`config.mk`:
```
export PLATFORM = sky130hd
export DESIGN_NAME = shab_div
export DESIGN_NICKNAME = d
export VERILOG_FILES = /design/src/hw/rtl/shab_div.sv
export SDC_FILE = /design/constraint.sdc
export NUM_CORES = 1
export LEC_CHECK = 0
export BUFFER_PORTS_ARGS = -buffer_cell sky130_fd_sc_hd__buf_2
export CAP_MARGIN = 20
export CORE_MARGIN = 5
export CORE_UTILIZATION = 55
export DETAILED_ROUTE_END_ITERATION = 16
export PLACE_DENSITY = 0.77
export RECOVER_POWER = 100
export SLEW_MARGIN = 20
export SYNTH_ARGS = -nofsm -noshare
export SYNTH_HDL_FRONTEND = slang
export SYNTH_SLANG_ARGS = --single-unit
```
`constraint.sdc`:
```
create_clock -name clock -period 3.8 [get_ports clock]
set_input_delay 0.95 -clock clock [delete_from_list [all_inputs] [get_ports clock]]
set_output_delay 0.95 -clock clock [all_outputs]
set_load 0.01 [all_outputs]
```
`src/hw/rtl/shab_div.sv`:
```
`timescale 1ns / 1ps
`default_nettype none

module shab_div #(
   parameter int DW  = 29,
   parameter int DVW = 11
) (
   input  wire                   clock,
   input  wire                   reset,
   input  wire                   start,
   input  wire signed [DW-1:0]   dividend,
   input  wire [DVW-1:0]         divisor,
   output logic                  done,
   output logic signed [DW-1:0]  quotient
);

   localparam int CNT_W = $clog2(DW + 1);

   logic             run_ff, run_in;
   logic             done_ff, done_in;
   logic             neg_ff, neg_in;
   logic [CNT_W-1:0] cnt_ff, cnt_in;
   logic [DVW-1:0]   dvs_ff, dvs_in;
   logic [DVW:0]     rem_ff, rem_in;
   logic [DW-1:0]    quo_ff, quo_in;
   logic [DW-1:0]    res_ff, res_in;
   logic [DVW:0]     rem_sh;
   logic             ge;

   // one quotient bit a cycle, restoring, on magnitudes
   always_comb begin
      rem_sh  = {rem_ff[DVW-1:0], quo_ff[DW-1]};
      ge      = rem_sh >= {1'b0, dvs_ff};
      run_in  = run_ff;
      done_in = 1'b0;
      neg_in  = neg_ff;
      cnt_in  = cnt_ff;
      dvs_in  = dvs_ff;
      rem_in  = rem_ff;
      quo_in  = quo_ff;
      res_in  = res_ff;
      if (start) begin
         run_in = 1'b1;
         neg_in = dividend[DW-1];
         cnt_in = '0;
         dvs_in = divisor;
         rem_in = '0;
         quo_in = dividend[DW-1] ? DW'(-dividend) : DW'(dividend);
      end else if (run_ff) begin
         rem_in = ge ? (rem_sh - {1'b0, dvs_ff}) : rem_sh;
         quo_in = {quo_ff[DW-2:0], ge};
         cnt_in = cnt_ff + 1'b1;
         if (cnt_ff == CNT_W'(DW - 1)) begin
            run_in  = 1'b0;
            done_in = 1'b1;
            res_in  = neg_ff ? (~quo_in + 1'b1) : quo_in;
         end
      end
   end

   always_ff @(posedge clock) begin
      if (reset) begin
         run_ff  <= 1'b0;
         done_ff <= 1'b0;
         cnt_ff  <= '0;
      end else begin
         run_ff  <= run_in;
         done_ff <= done_in;
         cnt_ff  <= cnt_in;
      end
      neg_ff <= neg_in;
      dvs_ff <= dvs_in;
      rem_ff <= rem_in;
      quo_ff <= quo_in;
      res_ff <= res_in;
   end

   assign done     = done_ff;
   assign quotient = signed'(res_ff);

endmodule

`default_nettype wire

```
==> results by group <==
Floorplanning
  – Starting Density: 0.555
  – Die area: 11200 sq um
  – CORE AREA: 9060 sq um
  – IO Count: between 70 and 80
  – Die height: 106 microns
  – # rows: 35
  – Die W: 106 microns

Cells and area
  – # diodes: 0
  – Layout cells sized above 1: 0.128
  – Final nets: 603
  – Layout filler cell count: roughly 770
  – Area delta synth->final: 11.5%
  – Utilization after layout: 0.619

Global route
  – Vias in the first global route: ~3600
  – Pin count of the biggest net entering global routing: 32
  – Initial antenna violation count: 0
  – First-pass GRT wire length: 17.3 mm
  – Total global-route track usage: 0.191
  – Overflow after GRT: 0

Synthesis
  – Synth cell count leaders: edfxtp_1, nor2_1, xnor2_1
  – Net Count, Synth: ~530
  – Cell Area, Synth: approximately 5000 sq um
  – Area leader, netlist: edfxtp_1
  – Number of synthesized flops with an enable pin: 70
  – Sequential area share after synthesis: 0.489
  – Top-count cell post-synth: edfxtp_1
  – Avg Inst Size Synth: around 11 sq um
  – Synth top area share: 0.418
  – Synth Instances: between 400 and 500
  – Yosys cell types: 52
  – FFs w/ async S/R, synth: 0
  – Ys Warns: 0
  – Predominant post-synthesis flop cell: edfxtp_1
  – Ranking of synthesized cells by area: edfxtp_1, dfxtp_1, xnor2_1
  – FF+latch count, synth: 88

Routing
  – Via/cell ratio: 5.77
  – DRT iter0 DRCs: around 210
  – Via count: roughly 3800
  – Remaining DRCs: 0
  – Total routed wirelength: around 11 mm
  – DR pass1 iterations: 4
  – Routed length per placed instance: between 15 and 20 microns
  – Antenna-violating nets left: 0

Placement
  – Port-buffer cells: 72
  – Post-place setup slack: about 0.44 ns
  – Final GP Congestion: 0.879
  – Hpwl dp: just under 8 mm

Clock tree
  – CTS resizes: 0
  – H-Tree Level Count: 3
  – Clock Pin Slew Worst Setup and Hold Paths: 0.09 ns
  – CTS tree: built
  – Root buffer cell: clkbuf_8
  – Deepest clock path buffer count: 2
  – Clk Latency, worst-skew pair: 0.36 ns
  – CTS Hold Bufs: 0
  – CTS buffer count: 9
  – Post-CTS setup buffers: 0
  – CTS Sinks: 88

Timing
  – Hold Slack: roughly 0.51 ns
  – Worst-Margin Slew: 1.39 ns
  – Worst setup margin: about 0.40 ns
  – Max Freq: 0.295 GHz
  – Final slew viol count: 0
  – Final period util: 0.894
  – Unrepaired setup endpoints after global routing: no
  – Final setup violation count: 0
  – TNS Setup: 0 ns
  – Slew margin rel.: 0.0739
  – Final Hold Fails: 0
  – Final Critical Period: 3.40 ns
  – Clock skew: about 0.013 ns

Pwr
  – Leak pwr: a little over 2 nW
  – Peak VDD IR: 0.204 mV
  – Pwr Density: between 400 and 500 nW/um^2

Critical path
  – FF-to-FF setup slack: ~0.40 ns
  – CP Max Fanout: 6
  – CP top delay family: compound AO/OA/AOI/OAI gates
  – Crit-path max cell delay: around 0.42 ns
  – Slowest stage cell on the critical path: o31ai_2
  – Worst Path Buf+Inv: 2
  – Arr. time, crit path: 3.51 ns
  – Crit-path cells: inv_1 > ha_1 > a21o_1 > a41o_1 > o211ai_1 > a31oi_1 > inv_1 > ha_1 > nand2_1 > or3_1 > o31ai_2 > nand2_1 > xor2_1
  – Setup crit start kind: register
  – Required time of the critical path: roughly 3.9 ns
  – Worst setup EP type: register
  – Kind of critical path: reg -> reg

Flow run
  – Total of max-cap violations: 0

Status
  – Status: completed

Worst hold path
  – Tightest Hold Check Type: reg -> reg
[state kept, by name, summed over array words and instances, names as in the netlist]
| register | cells |
|---|---|
| run_ff | 1 |
| dvs_ff | 11 |
| rem_ff | 11 |
| quo_ff | 29 |
| neg_ff | 1 |
| done | 1 |
| quotient | 29 |
| cnt_ff | 5 |
[cell families after synthesis]
family / Yosys count / synth area share
adder cells (fa/ha/maj): 16 / 0.0413
AO/OA/AOI/OAI: 106 / 0.143
AND/OR/NAND/NOR: 137 / 0.140
XOR/XNOR: 63 / 0.110
flip-flops: 88 / 0.489
buffers and inverters: 45 / 0.0341
multiplexers: 20 / 0.0428
[cell usage in the layout, fill, tap and decap left out, types with 15 or more instances in the layout]
cell,n
edfxtp_1,70
buf_2,38
nor2_1,37
ha_1,15
o31ai_1,15
inv_1,25
xor2_1,28
clkbuf_1,39
nand2_1,30
xnor2_1,35
dfxtp_1,18
a21oi_1,31
o21ai_0,24
[metal layers]
| metal | wire length [microns] | up-vias | global-route usage |
|---|---|---|---|
| met2 | 4740 | 122 | 0.291 |
| met1 | 5100 | 1788 | 0.276 |
| met5 | 0 | - | 0 |
| met4 | 175 | 0 | 0.0675 |
| li1 | - | 1886 | - |
| met3 | 645 | 14 | 0.0325 |
[worst paths after layout]
| kind | to | from | depth (start not counted) |
|---|---|---|---|
| max | quotient[24] | dvs_ff[5] | 13 |
| min | rem_ff[2] | rem_ff[2] | 2 |
| min reg2reg | rem_ff[2] | rem_ff[2] | 2 |
| max reg2reg | quotient[24] | dvs_ff[5] | 13 |
[power by group]
part | switching, mW | total (mW) | internal (mW)
Sequential | 0.0782 | 1.21 | 1.13
Clock | 0.312 | 0.680 | 0.368
Combinational | 0.237 | 0.427 | 0.190
[area by class of cell]
type	instances	area, sq um	area share
Inverter	25	93.8	0.0167
Sequential cell	88	2460	0.439
Clock inverter	4	68.8	0.0123
Multi-Input combinational cell	342	2360	0.421
Clock buffer	12	135	0.0241
Tap cell	111	139	0.0247
Timing Repair Buffer	78	350	0.0624
[worst min-delay path, delay by kind of cell (launching register included)]
kind	cells	cell delay, ns
DFF	1	0.34
and+or+nand+nor	1	0.06
AOI/OAI and AO/OA	1	0.06
[stage by stage]
step	instances	power (mW)	cell area, sq um
floorplan	475	1.52	5030
global placement	644	1.63	5500
detailed placement	644	1.65	5500
CTS	660	2.32	5710
global route	660	2.41	5610
finish	660	2.31	5610
(Power assumes the default switching activity.)
